--- config.mk ---
export PLATFORM = sky130hd
export DESIGN_NAME = fts_front
export DESIGN_NICKNAME = d
export VERILOG_FILES = /design/src/hw/rtl/fts_pkg.sv /design/src/hw/rtl/fts_front.sv
export SDC_FILE = /design/constraint.sdc
export NUM_CORES = 1
export LEC_CHECK = 0
export BUFFER_PORTS_ARGS = -buffer_cell sky130_fd_sc_hd__buf_2
export CORE_ASPECT_RATIO = 0.5
export CORE_MARGIN = 3
export CORE_UTILIZATION = 42
export CTS_CLUSTER_SIZE = 28
export DETAILED_ROUTE_END_ITERATION = 10
export PLACE_DENSITY = 0.8
export SLEW_MARGIN = 30
export SYNTH_ARGS = -nofsm -noshare
export SYNTH_HDL_FRONTEND = slang
export SYNTH_SLANG_ARGS = --single-unit
export TNS_END_PERCENT = 50
--- constraint.sdc ---
create_clock -name clk -period 0.8 [get_ports clk]
set_clock_uncertainty 0.05 [all_clocks]
set_input_delay 0.16 -clock clk [delete_from_list [all_inputs] [get_ports clk]]
set_output_delay 0.16 -clock clk [all_outputs]
set_load 0.01 [all_outputs]
--- src/hw/rtl/fts_pkg.sv ---
// Types and constants of the Taylor-series sine block.
// No dependencies; imported by every module of the block.
package fts_pkg;

    localparam int TERM_COUNT_DEF = 12;

    localparam int ANGLE_W     = 19;
    localparam int SINE_W      = 18;
    localparam int ANGLE_LIMIT = 205887;
    localparam int ONE_Q16     = 65536;
    localparam int SINE_MAX    = 131071;
    localparam int SINE_MIN    = -131072;

    // Magnitude of the angle after truncation by 256.
    localparam int XMAG_W     = 10;
    // Magnitude of one series term; the largest term stays below 2^19.
    localparam int TERM_MAG_W = 20;
    // Product of the two truncated magnitudes.
    localparam int PROD_W     = XMAG_W + TERM_MAG_W - 8;
    localparam int SUM_W      = 22;

    // Division by a small constant through a rounded-up reciprocal. With the
    // divisor below 16, the shift below is wide enough for the quotient to be
    // exact over the whole product range.
    localparam int DIV_SHIFT = PROD_W + 4;
    localparam int RECIP_W   = DIV_SHIFT + 1;

    // What a term of index k does to the sum, by k modulo 4.
    localparam logic [1:0] PHASE_ADD = 2'd1;
    localparam logic [1:0] PHASE_SUB = 2'd3;

    // Data handed from one cell of the chain to the next.
    typedef struct packed {
        logic                     valid;
        logic                     x_neg;
        logic [XMAG_W-1:0]        x_mag;
        logic                     t_neg;
        logic [TERM_MAG_W-1:0]    t_mag;
        logic signed [SUM_W-1:0]  sum;
    } fts_link_t;

endpackage

--- src/hw/rtl/fts_front.sv ---
// Input stage of the sine chain: clamps the angle and splits it into sign and magnitude.
// Depends on fts_pkg.
module fts_front
    import fts_pkg::*;
(
    input  logic                      clk,
    input  logic                      rst_n,
    input  logic                      start,
    input  logic signed [ANGLE_W-1:0] angle,
    output fts_link_t                 link_out
);

    localparam logic signed [ANGLE_W-1:0] LIM_HI = ANGLE_W'(ANGLE_LIMIT);
    localparam logic signed [ANGLE_W-1:0] LIM_LO = -LIM_HI;

    logic signed [ANGLE_W-1:0] clamped;
    logic        [ANGLE_W-1:0] abs_val;
    fts_link_t                 link_reg;
    fts_link_t                 link_next;

    always_comb
    begin
        if (angle > LIM_HI)
        begin
            clamped = LIM_HI;
        end
        else if (angle < LIM_LO)
        begin
            clamped = LIM_LO;
        end
        else
        begin
            clamped = angle;
        end
        abs_val = clamped[ANGLE_W-1] ? ANGLE_W'(-clamped) : ANGLE_W'(clamped);

        // Truncation toward zero by 256 is a shift of the magnitude.
        link_next.valid = start;
        link_next.x_neg = clamped[ANGLE_W-1];
        link_next.x_mag = abs_val[XMAG_W+7:8];
        link_next.t_neg = 1'b0;
        link_next.t_mag = TERM_MAG_W'(ONE_Q16);
        link_next.sum   = '0;
    end

    always_ff @(posedge clk or negedge rst_n)
    begin
        if (!rst_n)
        begin
            link_reg <= '0;
        end
        else
        begin
            link_reg <= link_next;
        end
    end

    assign link_out = link_reg;

endmodule

## After elaboration in Yosys (flattened, before gate mapping)

Cells that the tools add are included.

| storage, ports and cells | value |
|---|---|
| bits of input ports | 22 |
| register bits after elaboration | 13 |
| output and inout port bits | 55 |
| logic and storage cells | 10 |

| cells by class | value |
|---|---|
| muxes and demuxes | 3 |
| add/subtract/negate cells | 1 |
| magnitude comparators | 2 |

Operators with widths:

| operator | count |
|---|---|
| $mux W19 | 2 |
| $gt A19 B19 Y1 const B | 1 |
| $lt A19 B19 Y1 const B | 1 |
| $mux W18 | 1 |
| $neg A18 Y18 | 1 |

## Depth between registers and ports, before layout

| logic depth | value |
|---|---|
| depth after elaboration | 5 |
| depth in mapped cells | 12 |

## Least setup slack after synthesis

OpenSTA, ideal clock, no wires.

| timing | value |
|---|---|
| path kind | in2reg |
| start | input port angle[5] |
| end | register link_reg (netlist bit link_out[51]) |
| arrival | 2.153 ns |
| cell stages on the path | 12 |
| path slack | -1.523 ns |
| data required time | 0.630 ns |
| path buffers | 1 |
| path through | nor4_4 > a21oi_1 > o211a_1 > o211ai_1 > a21o_1 > ha_1 > nor3_1 > and4_1 > buf_6 > nand3_4 > a21o_1 > a31o_1 |

| between the ends | value |
|---|---|
| word-level cells in the longest chain between the ends | 5 |
| elaborated cells on any way between the ends | 6 |
| classes of those cells | add/sub: 1; order compare: 2; mux: 3 |

Ends and longest elaborated chain:

| item | RTL line | RTL |
|---|---|---|
| start: declaration | fts_front.sv:9 | `input logic signed [ANGLE_W-1:0] angle,` |
| $lt A19 B19 Y1 | fts_front.sv:27 | `else if (angle < LIM_LO)` |
| $mux W19 | fts_front.sv:27 |  |
| $mux W19 * | fts_front.sv:23 | `if (angle > LIM_HI)` |
| $neg A18 Y18 | fts_front.sv:35 | `abs_val = clamped[ANGLE_W-1] ? ANGLE_W'(-clamped) : ANGLE_W'(clamped);` |
| $mux W18 * | fts_front.sv:35 |  |
| via abs_val[16] | fts_front.sv:17 | `logic [ANGLE_W-1:0] abs_val;` |
| end signal: assignment | fts_front.sv:54 | `link_reg <= link_next;` |
| end: declaration | fts_front.sv:18 | `fts_link_t link_reg;` |

The timed path passes the listed nets; every way through them passes the cells marked *.

## Worst setup path in the final report

| timing | value |
|---|---|
| start | input port angle[3] |
| end | register link_reg (netlist bit link_out[51]) |

The elaborated chain is that of the path after synthesis.

==> impl_results.md <==
- Status: finished, violations left
- Failing checks: setup timing
- Final Worst Setup Slack: -1.319 ns
- Synth Area in XOR/XNOR: 0.03014
- Main synth FF type: dfrtp_1
- Root Buffer: clkbuf_8
- Critical path peak fanout: 4
- Crit path top cell by count: a21o_1
- Simple-gate area share of the yosys netlist: 0.2045
- Global route overflow: 0
- Synth area leader: dfrtp_1
- Core area: 2417 sq um
- Io pins: 77
- Post-Syn Area per Cell: 8.423 sq um
- Fin util: 0.6703
- F_max: 471.9 MHz
- Yosys Warn Count: 0
- CP max stage delay: 0.28 ns
- First-pass GRT wire length: 4505 microns
- Vias in the first global route: 952
- Pin count of the biggest net entering global routing: 14
- Hold WS: 0.2868 ns
- Min Tclk post-route: 2.119 ns
- Post-DRT Antenna Nets: 0
- Yosys reg bits: 13
- Initial antenna violation count: 0
- Worst path buffer plus inverter count: 1
- Final hold violation count: 0
- Initial Util: 0.4808
- WL final: 2978 microns
- Kind of cell adding the most delay to the critical path: compound AO/OA/AOI/OAI gates
- Layout area overhead: 39.40%
- Post-synth EDFFs: 0
- DIE HEIGHT: 43.20 microns
- Clock Path Buffers: 2
- CP Cell Sequence: buf_6 -> nor4_4 -> a21oi_1 -> o211a_1 -> o211ai_1 -> a21o_1 -> ha_4 -> nor3_2 -> and4_4 -> nand3_4 -> a21o_1 -> a31o_1
- Routed vias/inst: 4.621
- Share of the synthesized area in the top cell type: 0.2799
- Mux cell area share after synthesis: 0
- Synth Area in Adders: 0.01076
- Leakage: 0.8093 nW
- Commonest cells after routing, fill and taps aside: conb_1, buf_2, buf_4, dfrtp_1, nor2_1
- Share of cells above drive strength 1: 0.4350
- Worst path arrival time: 2.20 ns
- Final Setup Violations: 24
- Synthesized area: 1162 sq um
- Max_cap viols: 0
- Largest cells by area after synthesis: dfrtp_1, buf_4, nor2_1, nor4_4, o21ai_0
- Max VDD drop: 0.7976 mV
- TritonRoute pass-1 iters: 4
- GRT Util Overall: 0.1681
- Die area: 3473 sq um
- Final setup TNS: -14.90 ns
- Most common cell after layout, fill and taps aside: conb_1
- Post-Syn Instances: 138
- Seq/Total Area, Yosys: 0.2799
- WP data required: 0.88 ns
- Gpl congestion: 0.8382
- Critical path depth: 12
- Crit path capture type: register
- Number of diodes: 0
- Post-synth cell types: 33
- Hold Crit Class: in -> async
- Final nets: 224
- Unrepaired setup endpoints after global routing: yes
- Clk pin slew, worst setup/hold paths: 0.05 ns
- Kind of critical path: in -> reg
- H-tree levels: 1
- Worst Setup Start Kind: input port
- Drc violations: 0
- TritonCTS Buffers: 3
- DR vias: 1,086
- Row count: 12
- DR iter-0 viols: 105
- Combinational family with the most area after synthesis: buffers and inverters
- CTS tree: yes
- Port bufs: 34
- Pwr dens: 1342 nW/um^2
- Total number of clock tree sinks: 13
- Drt wl/cell: 12.67 microns
- Die W: 80.40 microns
- Max FFs per register: 13
- Asr flop ratio synth: 1.000
- Number of fill cells: 181
- Slowest CP cell: and4_4
- Final period utilization: 2.649
- Dpl hpwl: 2229 microns
- Synth Area in Compound Gates: 0.1647
- Count of pins over their slew limit: 0
-- cell families (layout without fill, tap and decap cells) --
| family | after synthesis | in the layout |
|---|---|---|
| other cells | 2 | 43 |
| fa+ha+maj | 1 | 1 |
| buf+inv | 49 | 70 |
| compound gates | 28 | 28 |
| simple gates | 41 | 41 |
| xor+xnor | 4 | 4 |
| flops | 13 | 13 |
-- through the flow --
stage | cell area [sq um] | setup WS [ns] | std cells | power [W]
6_report | 1620 | -1.319 | 235 | 0.002174
5_1_grt | 1620 | -1.481 | 235 | 0.002297
4_1_cts | 1564 | -1.308 | 235 | 0.002112
3_5_place_dp | 1381 | -1.680 | 226 | 0.001433
3_3_place_gp | 1381 | -1.623 | 226 | 0.001426
2_1_floorplan | 1329 | -1.496 | 179 | 0.001275
-- cell type report --
class | instances | area (sq um) | area share
multi-input cells | 117 | 735.7 | 0.4541
repair buffers | 63 | 459.2 | 0.2834
flip-flops and latches | 13 | 325.3 | 0.2008
clock buffers | 4 | 45.04 | 0.02780
well taps | 35 | 43.79 | 0.02703
inverters | 3 | 11.26 | 0.006950
-- cells in the mapped netlist, drive strengths merged (3+ instances only) --
cell type  number
o21ai           7
a21oi           5
xor2            3
dfrtp          13
nand2           6
buf            44
a31oi           3
inv             3
nor2           15
nor3            5
nand3           5
-- worst max path at each step --
stage,startpoint,endpoint
after floorplan,angle[1],link_out[51]$_DFF_PN0_
after global placement,angle[1],link_out[50]$_DFF_PN0_
after detailed placement,angle[1],link_out[50]$_DFF_PN0_
after CTS,angle[5],link_out[51]$_DFF_PN0_
after global routing,angle[3],link_out[50]$_DFF_PN0_
final,angle[3],link_out[51]$_DFF_PN0_
-- what timing repair did --
action / in CTS / in global routing
pin swaps: 9 / 8
gates cloned: 1 / 0
gates resized for setup: 22 / 15
hold endpoints to repair: 14 / 0
buffers inserted: 2 / 0
setup endpoints to repair: 24 / 24
hold buffers: 2 / 0
-- power breakdown --
group	total [W]	switching [W]	internal, W	leakage (nW)
logic	0.000857	0.000474	0.000383	0.634
clock network	0.000560	0.000210	0.000350	0.0228
registers	0.000758	0.0000191	0.000739	0.152
total	0.00217	0.000703	0.00147	0.809
-- per-layer routing --
metal  part of all wire  vias up  global-route usage
li1                   -      517                   -
met1               0.40      491              0.2217
met2               0.48       74              0.2763
met3               0.11        4             0.02542
met4             0.0094        0             0.06397
met5                  0        -                   0
Power figures use the tool's default switching activity.
