<file path="src/hw/rtl/fts_pkg.sv">
// Types and constants of the Taylor-series sine block.
// No dependencies; imported by every module of the block.
package fts_pkg;

    localparam int TERM_COUNT_DEF = 12;

    localparam int ANGLE_W     = 19;
    localparam int SINE_W      = 18;
    localparam int ANGLE_LIMIT = 205887;
    localparam int ONE_Q16     = 65536;
    localparam int SINE_MAX    = 131071;
    localparam int SINE_MIN    = -131072;

    // Magnitude of the angle after truncation by 256.
    localparam int XMAG_W     = 10;
    // Magnitude of one series term; the largest term stays below 2^19.
    localparam int TERM_MAG_W = 20;
    // Product of the two truncated magnitudes.
    localparam int PROD_W     = XMAG_W + TERM_MAG_W - 8;
    localparam int SUM_W      = 22;

    // Division by a small constant through a rounded-up reciprocal. With the
    // divisor below 16, the shift below is wide enough for the quotient to be
    // exact over the whole product range.
    localparam int DIV_SHIFT = PROD_W + 4;
    localparam int RECIP_W   = DIV_SHIFT + 1;

    // What a term of index k does to the sum, by k modulo 4.
    localparam logic [1:0] PHASE_ADD = 2'd1;
    localparam logic [1:0] PHASE_SUB = 2'd3;

    // Data handed from one cell of the chain to the next.
    typedef struct packed {
        logic                     valid;
        logic                     x_neg;
        logic [XMAG_W-1:0]        x_mag;
        logic                     t_neg;
        logic [TERM_MAG_W-1:0]    t_mag;
        logic signed [SUM_W-1:0]  sum;
    } fts_link_t;

endpackage

</file>
<file path="src/hw/rtl/fts_final.sv">
// Output stage of the sine chain: adds or subtracts the last term by its phase and saturates the sum.
// Depends on fts_pkg.
module fts_final
    import fts_pkg::*;
#(
    parameter int TERM_COUNT = TERM_COUNT_DEF
)
(
    input  logic                     clk,
    input  logic                     rst_n,
    input  fts_link_t                link_in,
    output logic                     done,
    output logic signed [SINE_W-1:0] sine_value
);

    localparam logic [1:0]          PHASE  = 2'((TERM_COUNT - 1) % 4);
    localparam logic signed [SUM_W:0] SAT_HI = (SUM_W+1)'(SINE_MAX);
    localparam logic signed [SUM_W:0] SAT_LO = (SUM_W+1)'(SINE_MIN);

    logic signed [SUM_W:0]    term_s;
    logic signed [SUM_W:0]    sum_ext;
    logic signed [SUM_W:0]    total;
    logic signed [SINE_W-1:0] value_next;
    logic                     done_reg;
    logic signed [SINE_W-1:0] value_reg;

    always_comb
    begin
        sum_ext = (SUM_W+1)'(link_in.sum);
        term_s  = link_in.t_neg ? -$signed((SUM_W+1)'(link_in.t_mag))
                                : $signed((SUM_W+1)'(link_in.t_mag));
        case (PHASE)
            PHASE_ADD: total = sum_ext + term_s;
            PHASE_SUB: total = sum_ext - term_s;
            default:   total = sum_ext;
        endcase

        if (total > SAT_HI)
        begin
            value_next = SINE_W'(SAT_HI);
        end
        else if (total < SAT_LO)
        begin
            value_next = SINE_W'(SAT_LO);
        end
        else
        begin
            value_next = total[SINE_W-1:0];
        end
    end

    always_ff @(posedge clk or negedge rst_n)
    begin
        if (!rst_n)
        begin
            done_reg  <= 1'b0;
            value_reg <= '0;
        end
        else
        begin
            done_reg  <= link_in.valid;
            value_reg <= value_next;
        end
    end

    assign done       = done_reg;
    assign sine_value = value_reg;

endmodule

</file>
<file path="config.mk">
export PLATFORM = sky130hd
export DESIGN_NAME = fts_final
export DESIGN_NICKNAME = d
export VERILOG_FILES = /design/src/hw/rtl/fts_pkg.sv /design/src/hw/rtl/fts_final.sv
export SDC_FILE = /design/constraint.sdc
export NUM_CORES = 1
export LEC_CHECK = 0
export ABC_AREA = 1
export ABC_CLOCK_PERIOD_IN_PS = 800
export BUFFER_PORTS_ARGS = -buffer_cell sky130_fd_sc_hd__buf_2
export CELL_PAD_IN_SITES_DETAIL_PLACEMENT = 1
export CELL_PAD_IN_SITES_GLOBAL_PLACEMENT = 2
export CORE_ASPECT_RATIO = 0.9
export CORE_MARGIN = 2
export CORE_UTILIZATION = 24
export DETAILED_ROUTE_END_ITERATION = 7
export GPL_ROUTABILITY_DRIVEN = 1
export PLACE_DENSITY = 0.88
export SYNTH_ARGS = -nofsm -noshare
export SYNTH_HDL_FRONTEND = slang
export SYNTH_SLANG_ARGS = --single-unit
export TNS_END_PERCENT = 30
</file>
<file path="constraint.sdc">
create_clock -name clk -period 0.8 [get_ports clk]
set_input_delay 0.16 -clock clk [delete_from_list [all_inputs] [get_ports clk]]
set_output_delay 0.16 -clock clk [all_outputs]
set_load 0.03 [all_outputs]
</file>
== After elaboration in Yosys (flattened, before gate mapping) ==
Cells that the tools add are included.
W data, S select, Z words.

* Mux-type cells: 3
* $lt $le $gt $ge: 2
* Add/sub/neg operators: 2

{| class="wikitable"
|+ Operators by type and width
! cell !! number
|-
| $mux W18 || 2
|-
| $gt A23 B18 Y1 const B || 1
|-
| $lt A23 B18 Y1 const B || 1
|-
| $mux W23 || 1
|-
| $neg A20 Y23 || 1
|-
| $sub A22 B23 Y23 || 1
|}

* Output and inout bits: 19
* Bits of input ports: 57
* Register bits after elaboration: 19

== Logic depth before layout (Yosys ltp) ==
* Depth after elaboration: 6
* Gate-level depth with buffers: 25
* Mapped depth without buffers: 24

== Worst setup path before layout ==
Ideal clock, no wire load.

* Kind: input to register
* Start: in link_in[25] (netlist bit)
* End: reg value_reg[10], in the netlist sine_value[10]
* Path buffers: 1
* Slack: -2.014 ns
* Library setup time: 0.117 ns
* Stages: 24
* Arrival: 2.698 ns
* Path through: nor2_1 > nand4_1 > nor3_1 > nand2_1 > nor2_1 > nand2_1 > o21ai_0 > xnor2_1 > inv_1 > ha_1 > nand2_1 > nor2_1 > inv_1 > nor2_1 > nand3b_1 > nand3_1 > nand2_1 > nand2_1 > nand2_1 > nor2_1 > nand2_1 > nand2_4 > buf_6 > nand2_1

* Cells in the longest elaborated chain, start to end: 6
* Elaborated cells on any way between the ends: 7
* Those cells by class: add/sub: 2; order compare: 2; mux: 3

{| class="wikitable"
|+ Ends and longest elaborated chain
! element !! line !! RTL
|-
| start, declared || fts_final.sv:11 || <nowiki>input fts_link_t link_in,</nowiki>
|-
| $neg A20 Y23 || fts_final.sv:30 || <nowiki>term_s = link_in.t_neg ? -$signed((SUM_W+1)'(link_in.t_mag))</nowiki>
|-
| $mux W23 * || fts_final.sv:30 ||
|-
| $sub A22 B23 Y23 * || fts_final.sv:34 || <nowiki>PHASE_SUB: total = sum_ext - term_s;</nowiki>
|-
| $lt A23 B18 Y1 || fts_final.sv:42 || <nowiki>else if (total < SAT_LO)</nowiki>
|-
| $mux W18 || fts_final.sv:42 ||
|-
| $mux W18 * || fts_final.sv:38 || <nowiki>if (total > SAT_HI)</nowiki>
|-
| named net value_next[10] || fts_final.sv:23 || <nowiki>logic signed [SINE_W-1:0] value_next;</nowiki>
|-
| end signal, assigned || fts_final.sv:62 || <nowiki>value_reg <= value_next;</nowiki>
|-
| end, declared || fts_final.sv:25 || <nowiki>logic signed [SINE_W-1:0] value_reg;</nowiki>
|}

Mark *: on every way through the listed nets, which the timed path passes. The rest lies on a longest branch.

== Worst setup path in the final report ==
Same ends and word-level chain as after synthesis.

==> results.toml <==
[synthesis]
syn_inst = 455
yosysTopAreaCell = "nand2_1"
netlist_area_sq_um = 2706
yosysTopAreaCellShare = 0.2399
synth_edf_count = 0
ys.flop_type = "dfrtp_1"
synth_area_leaders = "nand2_1 24%, dfrtp_1 18%, inv_1 12%"
async_flop_share = 1.000
yosys.cell_types.count = 32
yosysSeqAreaShare = 0.1757
yosys_warnings = 0
synthesis.nets = 536
avgSynthCellArea_sq_um = 5.948
synth_seq_cells = 19

[clocking]
htree_levels = 1
clock_sinks = 19
cts_tree = "done"
root_buffer = "clkbuf_16"
clock_path_buffers = 2
cts_made_buffers = 3
cts.clk_slew.worst_paths_ns = 0.05

[timing]
period_share = 3.536
slew_headroom = 0.6677
worstMarginPinSlew_ns = 0.4932
hold_viol = 0
fin_ws_ns = -2.028
rsz0062_at_grt = "true"
maxSlewViolCount = 0
final.min_clock_period_ns = 2.828
setup_tns_ns = -38.06
fmax_mhz = 353.6
finalSetupViolCount = 37

[die]
die-area_sq_um = 12140
die_h_um = 104.7
pin_count = 76
start_util = 0.2483
core_region_area_sq_um = 10900
core.rowCount = 36
die_w_um = 115.9

[pwr]
p_sw_frac = 0.4464
power_leakage_nw = 2.444
pwr-share-seq = 0.184
pwr-share-clk = 0.140
switchingPower_w = 0.003253
combPwrFrac = 0.677
intPower_w = 0.004034
vdd_drop_max_v = 0.0006713
powerDensity_nw_per_um2 = 1619

[placed_design]
place_area_sq_um = 3884
dp_cells = 749
io_buffers = 64
dp_hpwl_um = 8336
place_congestion = 0.8537

[route]
drcViolationCount = 0
drtIter0Drc = 58
met2_length_um = 4907
wl_per_cell_um = 12.93
wirelength_um = 9880
wl_met3_um = 212
wl_met1_um = 4666
drtPass1Iterations = 4
ant_nets = 0
via_per_inst = 4.236
vias = 3236
dr.max_layer_used = "met4"

[outcome]
outcome = "finished with violations"
violations = "setup timing"

[critical_path]
cp.depth = 22
path_class = "in -> reg"
path_buf_inv = 2
endpoint_kind = "register"
path_cells = "buf_8, nor2_4, nand4_1, nor3_2, nand2_1, buf_4, o31ai_4, xor2_1, ha_2, nand2_1, nand2_1, a21oi_2, nor2_1, nor2_1, nand2_1, nand2_1, nand2_2, nor2_4, nand3_4, nand2_4, nand2_1, nand2_2"
path_common_cell = "nand2_1"
critical-path-slowest-cell = "ha_2"
cp.arrival_ns = 3.02
required_ns = 0.99
crit_path_max_fanout = 5
critPathLaunch = "link_in[25]"
path_delay_family = "simple AND/OR/NAND/NOR gates"
cpPeakStageDelay_ns = 0.33
cp-endpoint = "sine_value[10]"
cp-start-kind = "input port"

[cells_and_area]
final_cell_mix = "140 x nand2_1, 88 x buf_4, 77 x inv_1"
regArea_sq_um = 475.5
fillers = 1433
n_antenna_cell = 0
instances_no_fill = 764
final_common_cell = "nand2_1"
fin_area_sq_um = 4502
multi_input_area_sq_um = 2303
drive_gt1_frac = 0.4183
final_nets = 694
largest_reg_flops = 18
area_growth_pct = 66.34

[global_routing]
grt-ovfl-total = 0
grt_first_pass_wirelength_um = 16150
track_usage = 0.1662
antenna_found_initial = 0
grt_max_degree = 20
first_global_vias = 3431

[min_path]
hold_start = "link_in[54]"
hp-class = "in -> reg"
hold_depth = 1

[job]
cap_violations = 0
==> synth_stat cells, types with 2 or more instances <==
library cell / n
nand2_1: 173
nand3b_1: 4
a21oi_1: 18
inv_1: 83
xnor2_1: 13
dfrtp_1: 19
nand2_2: 2
nand3_2: 3
nand4_1: 5
ha_1: 23
a31oi_1: 3
clkbuf_1: 2
nor3_1: 3
nor2_2: 4
nand2_4: 2
xor2_1: 20
o21ai_0: 7
nand3_1: 14
nor2_1: 44
==> cell families (layout without fill, tap and decap cells) <==
logic type / after synthesis / count (layout) / share of synthesized area
AO/OA/AOI/OAI: 32 / 32 / 0.06473
XOR/XNOR: 33 / 33 / 0.1068
adder cells (fa/ha/maj): 24 / 24 / 0.1137
buffers and inverters: 88 / 241 / 0.1290
flip-flops: 19 / 19 / 0.1757
AND/OR/NAND/NOR: 259 / 263 / 0.4101
==> cell type report <==
type	instances	share of cell area
repair buffers	153	0.2529
well taps	152	0.04225
multi-input cells	352	0.5117
flip-flops and latches	19	0.1056
inverters	84	0.07004
clock buffers	4	0.01751
==> power groups by stage <==
stage          clock network, W  registers, W  logic, W
4_1_cts                 0.00104       0.00134   0.00470
5_1_grt                 0.00107       0.00136   0.00540
3_5_place_dp                  0       0.00129   0.00405
3_3_place_gp                  0       0.00127   0.00393
6_report                0.00102       0.00134   0.00493
2_1_floorplan                 0       0.00182   0.00189
==> how the worst min path moves through the flow <==
stage	to	slack [ns]
finish	done	0.02
global route	done	0.01
CTS	done	0.01
detailed placement	sine_value[2]	0.10
global placement	sine_value[2]	0.09
floorplan	done	-0.14
==> stage by stage <==
| step | total power [W] | hold WS [ns] | setup WS, ns | util |
|---|---|---|---|---|
| floorplan | 0.003708 | -0.1356 | -1.807 | - |
| global placement | 0.005199 | 0.09302 | -2.292 | 0.3563 |
| CTS | 0.007087 | 0.01399 | -2.100 | 0.3988 |
| finish | 0.007287 | 0.01546 | -2.028 | 0.4130 |
| detailed placement | 0.005340 | 0.1042 | -2.440 | 0.3563 |
| global route | 0.007837 | 0.01304 | -2.270 | 0.4130 |
==> routing by layer <==
layer  vias up  global-route usage
li1       1706                   -
met1      1461              0.2159
met2        61              0.3037
met3         8            0.005220
met4         0             0.03401
met5         -                   0
==> what timing repair did <==
action,CTS,global route
pin swaps,22,35
hold endpoints to repair,19,0
setup buffers,5,1
setup endpoints to repair,37,37
gates resized for setup,88,42
cloned,4,0
hold buffers,1,0
No activity file was read; power rests on OpenSTA's default activity.
