===== config.mk =====
export PLATFORM = sky130hd
export DESIGN_NAME = fts_cell
export DESIGN_NICKNAME = d
export VERILOG_FILES = /design/src/hw/rtl/fts_pkg.sv /design/src/hw/rtl/fts_cell.sv
export SDC_FILE = /design/constraint.sdc
export NUM_CORES = 1
export LEC_CHECK = 0
export ABC_CLOCK_PERIOD_IN_PS = 800
export BUFFER_PORTS_ARGS = -buffer_cell sky130_fd_sc_hd__buf_4
export CORE_ASPECT_RATIO = 0.8
export CORE_MARGIN = 1
export CORE_UTILIZATION = 50
export CTS_CLUSTER_DIAMETER = 100
export CTS_CLUSTER_SIZE = 16
export DETAILED_ROUTE_END_ITERATION = 10
export PLACE_DENSITY = 0.76
export SYNTH_ARGS = -nofsm -noshare
export SYNTH_HDL_FRONTEND = slang
export SYNTH_SLANG_ARGS = --single-unit
export TNS_END_PERCENT = 1

===== constraint.sdc =====
create_clock -name clk -period 0.8 [get_ports clk]
set_input_delay 0.16 -clock clk [delete_from_list [all_inputs] [get_ports clk]]
set_output_delay 0.16 -clock clk [all_outputs]
set_load 0.01 [all_outputs]

===== src/hw/rtl/fts_pkg.sv =====
// Types and constants of the Taylor-series sine block.
// No dependencies; imported by every module of the block.
package fts_pkg;

    localparam int TERM_COUNT_DEF = 12;

    localparam int ANGLE_W     = 19;
    localparam int SINE_W      = 18;
    localparam int ANGLE_LIMIT = 205887;
    localparam int ONE_Q16     = 65536;
    localparam int SINE_MAX    = 131071;
    localparam int SINE_MIN    = -131072;

    // Magnitude of the angle after truncation by 256.
    localparam int XMAG_W     = 10;
    // Magnitude of one series term; the largest term stays below 2^19.
    localparam int TERM_MAG_W = 20;
    // Product of the two truncated magnitudes.
    localparam int PROD_W     = XMAG_W + TERM_MAG_W - 8;
    localparam int SUM_W      = 22;

    // Division by a small constant through a rounded-up reciprocal. With the
    // divisor below 16, the shift below is wide enough for the quotient to be
    // exact over the whole product range.
    localparam int DIV_SHIFT = PROD_W + 4;
    localparam int RECIP_W   = DIV_SHIFT + 1;

    // What a term of index k does to the sum, by k modulo 4.
    localparam logic [1:0] PHASE_ADD = 2'd1;
    localparam logic [1:0] PHASE_SUB = 2'd3;

    // Data handed from one cell of the chain to the next.
    typedef struct packed {
        logic                     valid;
        logic                     x_neg;
        logic [XMAG_W-1:0]        x_mag;
        logic                     t_neg;
        logic [TERM_MAG_W-1:0]    t_mag;
        logic signed [SUM_W-1:0]  sum;
    } fts_link_t;

endpackage


===== src/hw/rtl/fts_cell.sv =====
// One cell of the sine chain: forms term K from term K-1; adds or subtracts term K-1 by its phase.
// Depends on fts_pkg.
module fts_cell
    import fts_pkg::*;
#(
    parameter int K = 1
)
(
    input  logic      clk,
    input  logic      rst_n,
    input  fts_link_t link_in,
    output fts_link_t link_out
);

    localparam longint unsigned RECIP_L =
        ((64'd1 << DIV_SHIFT) + 64'(K) - 64'd1) / 64'(K);
    localparam logic [RECIP_W-1:0] RECIP = RECIP_W'(RECIP_L);
    localparam logic [1:0]         PHASE = 2'((K - 1) % 4);
    localparam int                 QW    = PROD_W + RECIP_W;

    // First stage: product of the truncated magnitudes, sum update.
    logic                    a_valid_reg;
    logic                    a_x_neg_reg;
    logic [XMAG_W-1:0]       a_x_mag_reg;
    logic                    a_p_neg_reg;
    logic [PROD_W-1:0]       a_prod_reg;
    logic signed [SUM_W-1:0] a_sum_reg;

    logic [PROD_W-1:0]       prod_next;
    logic signed [SUM_W-1:0] term_s;
    logic signed [SUM_W-1:0] sum_next;

    // Second stage: quotient by K.
    logic [QW-1:0]           quot_full;
    fts_link_t               link_reg;
    fts_link_t               link_next;

    always_comb
    begin
        prod_next = PROD_W'(link_in.x_mag) * PROD_W'(link_in.t_mag[TERM_MAG_W-1:8]);
        term_s = link_in.t_neg ? -$signed(SUM_W'(link_in.t_mag))
                               : $signed(SUM_W'(link_in.t_mag));
        case (PHASE)
            PHASE_ADD: sum_next = link_in.sum + term_s;
            PHASE_SUB: sum_next = link_in.sum - term_s;
            default:   sum_next = link_in.sum;
        endcase
    end

    always_ff @(posedge clk or negedge rst_n)
    begin
        if (!rst_n)
        begin
            a_valid_reg <= 1'b0;
            a_x_neg_reg <= 1'b0;
            a_x_mag_reg <= '0;
            a_p_neg_reg <= 1'b0;
            a_prod_reg  <= '0;
            a_sum_reg   <= '0;
        end
        else
        begin
            a_valid_reg <= link_in.valid;
            a_x_neg_reg <= link_in.x_neg;
            a_x_mag_reg <= link_in.x_mag;
            a_p_neg_reg <= link_in.x_neg ^ link_in.t_neg;
            a_prod_reg  <= prod_next;
            a_sum_reg   <= sum_next;
        end
    end

    always_comb
    begin
        quot_full = QW'(a_prod_reg) * QW'(RECIP);

        link_next.valid = a_valid_reg;
        link_next.x_neg = a_x_neg_reg;
        link_next.x_mag = a_x_mag_reg;
        link_next.t_neg = a_p_neg_reg;
        link_next.t_mag = quot_full[DIV_SHIFT +: TERM_MAG_W];
        link_next.sum   = a_sum_reg;
    end

    always_ff @(posedge clk or negedge rst_n)
    begin
        if (!rst_n)
        begin
            link_reg <= '0;
        end
        else
        begin
            link_reg <= link_next;
        end
    end

    assign link_out = link_reg;

endmodule


Word-level counts from Yosys, hierarchy flattened
Index checks and enable logic that the tools add are counted.
{ "classes": {"bitwise": 1, "mul": 1} }
{ "op_table": {"columns": ["cell", "n"], "rows": [
  ["10-bit by 12-bit multiplier with 20-bit output", 1],
  ["1-bit bitwise XOR", 1]
]} }
{ "word_totals": {"in_bits": 57, "reg_bits": 110} }

Longest topological paths before layout
{ "logic_depth": {"depth_word": 1, "ltp_mapped": 20, "mapped_depth_nobuf": 18} }

Worst setup path after synthesis
OpenSTA, ideal clock, no wires.
{ "synth_timing": {"path_type": "input to register", "from": "in link_in[44] in the netlist's numbering", "to": "reg a_prod_reg[19]", "setup_ps": 80, "arrival_time_ps": 4676, "required_time_ps": 720, "path_stages": 17, "slack_ps": -3956, "path_cell_list": "clkbuf_1 -> nand2_1 -> fa_1 -> inv_1 -> fa_1 -> fa_1 -> fa_1 -> inv_1 -> fa_1 -> inv_1 -> ha_1 -> and4_1 -> and2_1 -> a2111oi_4 -> o21ai_1 -> a31oi_1 -> xnor2_1"} }
{ "synth_between": {"elab_chain_len": 1} }
{ "synth_rtl": {"columns": ["element", "line_no", "rtl"], "rows": [
  ["start: declaration", "fts_cell.sv:11", "input fts_link_t link_in,"],
  ["10-bit by 12-bit multiplier with 20-bit output", "fts_cell.sv:40", "prod_next = PROD_W'(link_in.x_mag) * PROD_W'(link_in.t_mag[TERM_MAG_W-1:8]);"],
  ["named net prod_next[19]", "fts_cell.sv:29", "logic [PROD_W-1:0] prod_next;"],
  ["end signal: assignment", "fts_cell.sv:67", "a_prod_reg <= prod_next;"],
  ["end: declaration", "fts_cell.sv:26", "logic [PROD_W-1:0] a_prod_reg;"]
]} }
The timed path passes the listed nets, and every way through them passes these cells.

Worst setup path after layout
{ "layout_timing": {"from": "in link_in[31] in the netlist's numbering", "to": "reg a_prod_reg[17]"} }
Same word-level chain as after synthesis.

==> reports/metrics.cfg <==
[sta]
fin_ws_ns = -3.37
hold_viol_final = 0
slew_headroom = 0.665
fmax_mhz = 240
min_period_over_period = 5.21
rsz0062_at_grt = yes
worst_slew_pin_slew_ns = 0.499
whs_ns = 0.0840
tns_ns = -58.68
setup_viol = 73
min_period_ns = 4.17
drv_slew = 0
finClkSkew_ns = 0.00777

[critical_path]
crit_slowest_cell = fa_1
crit_fanout = 10
crit_buf_inv = 3
end_kind = flop
start_kind = primary input
cpPeakStageDelay_ns = 0.53
cp_top_family = adder cells
critical_path_class = in -> reg
crit_top_cell = fa_1
worstPathArrival_ns = 4.43
required_ns = 1.06
crit_chain = buf_4, and2_4, fa_1, fa_1, fa_1, fa_1, inv_2, fa_1, inv_2, ha_4, and4_1, and2_4, a2111oi_4, o31ai_1, a21oi_1, xnor2_1

[logic_synthesis]
synth_top_family_by_area = adder cells
synth_fa_ha_area_frac = 0.328
synthXorXnorAreaFrac = 0.0268
synth.area.mux_share = 0.00153
synth_compound_area_frac = 0.0481
synth-simple-area-share = 0.116
ys_types = 37
synth_edf_count = 0
ys.flop_type = dfrtp_1
synthCells = 551
syn-cell-area_mm2 = 0.00653
yosysWarningCount = 0
syn_nets = 733
ys_seq_elements = 110
async_reset_ff_frac = 1.00
ys_seq_area_frac = 0.421
avgSynthCellArea_um2 = 11.9

[placement]
hpwlAfterDp_mm = 11.1
gp_congestion = 0.872
port_buffers = 103

[pwr]
internal-power_mw = 19.7
p_leak_nw = 4.60
pwr-share-comb = 0.628
netSwitchingPower_mw = 11.9
ir_worst_vdd_uv = 2900
power_frac_seq = 0.228
clkPwrFrac = 0.145
sw_frac_of_total = 0.377
total_power_mw = 31.6
powerDensity_mw_per_mm2 = 3370

[cts]
clockBufferDepth = 2
numCtsBuffers = 9
clock_sinks = 110
cts_max_level = 3
cts-root-buf = clkbuf_16
cts_tree = done
clkLatencyLatePin_ns = 0.35
clk_pin_slew_ns = 0.07

[finish]
drive_gt1_frac = 0.356
regArea_mm2 = 0.00275
nets = 936
nFillCells = 857
n_antenna_cell = 0
area_growth_pct = 43.8
multi_input_area_mm2 = 0.00377
finish.utilization = 0.756
largest_reg_flops = 55

[worst_hold_path]
min_path_type = in -> reg

[route]
drt_iter0_markers = 153
top_layer = met4
met1_length_mm = 5.94
vias_per_cell = 4.89
postRouteAntennaNets = 0
wl_per_cell_um = 15.7
met2_length_mm = 7.72
dr.pass1.iters = 4
wirelength_mm = 14.6
route.detailed.drc = 0
wl_met3_um = 699
vias = 4550

[floorplan]
dieArea_mm2 = 0.0135
fp.coreArea_mm2 = 0.0124
fp.dieW_um = 130
ios = 112
row_count = 36
die_h_um = 104
start_util = 0.525

[grt]
grt_overflow = 0
grt_pass1_vias = 5052
antenna_found_initial = 0
grt_use_total = 0.234
grt_pass1_wl_mm = 24.2
grt_max_degree = 40

[outcome]
violations = setup timing
status = finished, violations left

[job]
max_cap_violations = 0

==> routing by layer <==
metal,vias up,track usage
li1,2094,-
met1,2305,0.297
met2,135,0.404
met3,16,0.0514
met4,0,0.0581
met5,-,0
==> final cells by class <==
| class | count | share of cell area |
|---|---|---|
| clock buffers | 10 | 0.0254 |
| clock inverters | 6 | 0.00826 |
| inverters | 80 | 0.0320 |
| multi-input cells | 339 | 0.401 |
| flip-flops and latches | 110 | 0.293 |
| well taps | 171 | 0.0228 |
| repair buffers | 214 | 0.217 |
==> cells in the final DEF, fill, tap and decap left out, types with 4 or more instances in the layout <==
| master | instances |
|---|---|
| a21oi_2 | 4 |
| buf_4 | 107 |
| buf_6 | 75 |
| nor2_1 | 9 |
| o21ai_0 | 5 |
| nand2_2 | 9 |
| a21oi_1 | 6 |
| nand2_1 | 53 |
| buf_12 | 5 |
| inv_1 | 75 |
| inv_2 | 5 |
| and2_4 | 11 |
| dfrtp_1 | 110 |
| and2_1 | 55 |
| xnor2_1 | 12 |
| fa_1 | 74 |
| ha_1 | 30 |
| clkbuf_16 | 9 |
| o21ai_1 | 4 |
| xor2_1 | 6 |
| ha_4 | 18 |
| dlygate4sd3_1 | 26 |
==> final timing paths <==
check | to | slack [ns] | startpoint | depth (start not counted)
worst min-delay path | a_x_mag_reg[6] | 0.08 | link_in[49] | 2
worst max-delay path | a_prod_reg[17] | -3.37 | link_in[31] | 16
worst min register to register | link_out[38] | 0.35 | a_prod_reg[16] | 0
worst max register to register | link_out[41] | 0.29 | a_prod_reg[19] | 0
min in group asynchronous | a_sum_reg[5] | 0.37 | rst_n | 3
max in group asynchronous | link_out[48] | 0.22 | rst_n | 3
==> per-stage QoR <==
step | setup slack, ns | std cells | area, um^2
floorplan | -3.61 | 551 | 6690
global placement | -3.77 | 885 | 8160
detailed placement | -3.86 | 885 | 8160
CTS | -3.42 | 929 | 9220
global route | -3.51 | 930 | 9400
finish | -3.37 | 930 | 9400
==> power groups by stage <==
stage | combinational (mW) | clock [mW] | sequential (mW)
2_1_floorplan | 11.0 | 0 | 7.41
3_3_place_gp | 16.9 | 0 | 7.18
3_5_place_dp | 17.4 | 0 | 7.21
4_1_cts | 18.8 | 4.72 | 7.21
5_1_grt | 21.8 | 4.94 | 7.29
6_report | 19.9 | 4.58 | 7.20
==> synthesized netlist by cell type (2+ instances only) <==
master / n / area share
fa_1: 77 / 0.24
and2_1: 66 / 0.063
nand2_1: 62 / 0.036
a21o_1: 3 / 0.0034
nand3_1: 2 / 0.0015
a211oi_1: 5 / 0.0057
dfrtp_1: 110 / 0.42
o21ai_1: 3 / 0.0023
o21ai_0: 8 / 0.0061
inv_1: 80 / 0.046
a21oi_2: 2 / 0.0027
ha_1: 48 / 0.092
o21bai_1: 3 / 0.0034
xnor2_1: 13 / 0.017
nor2b_1: 2 / 0.0019
a21oi_1: 9 / 0.0069
clkbuf_1: 22 / 0.013
o21a_1: 2 / 0.0023
nor2_1: 10 / 0.0057
xor2_1: 7 / 0.0094
==> cells by family after synthesis <==
kind of cell | Yosys count
fa+ha+maj | 125
buf+inv | 102
flops | 110
compound gates | 44
simple gates | 149
mux | 1
xor+xnor | 20
==> repair_timing <==
| item | CTS | global route |
|---|---|---|
| hold buffers | 26 | 0 |
| endpoints found under the setup margin | 73 | 73 |
| cloned | 1 | 0 |
| gates resized for setup | 104 | 31 |
| hold endpoints to repair | 135 | 0 |
| pin swaps | 34 | 21 |
| setup buffers | 1 | 1 |
No activity file was read; power rests on OpenSTA's default activity.
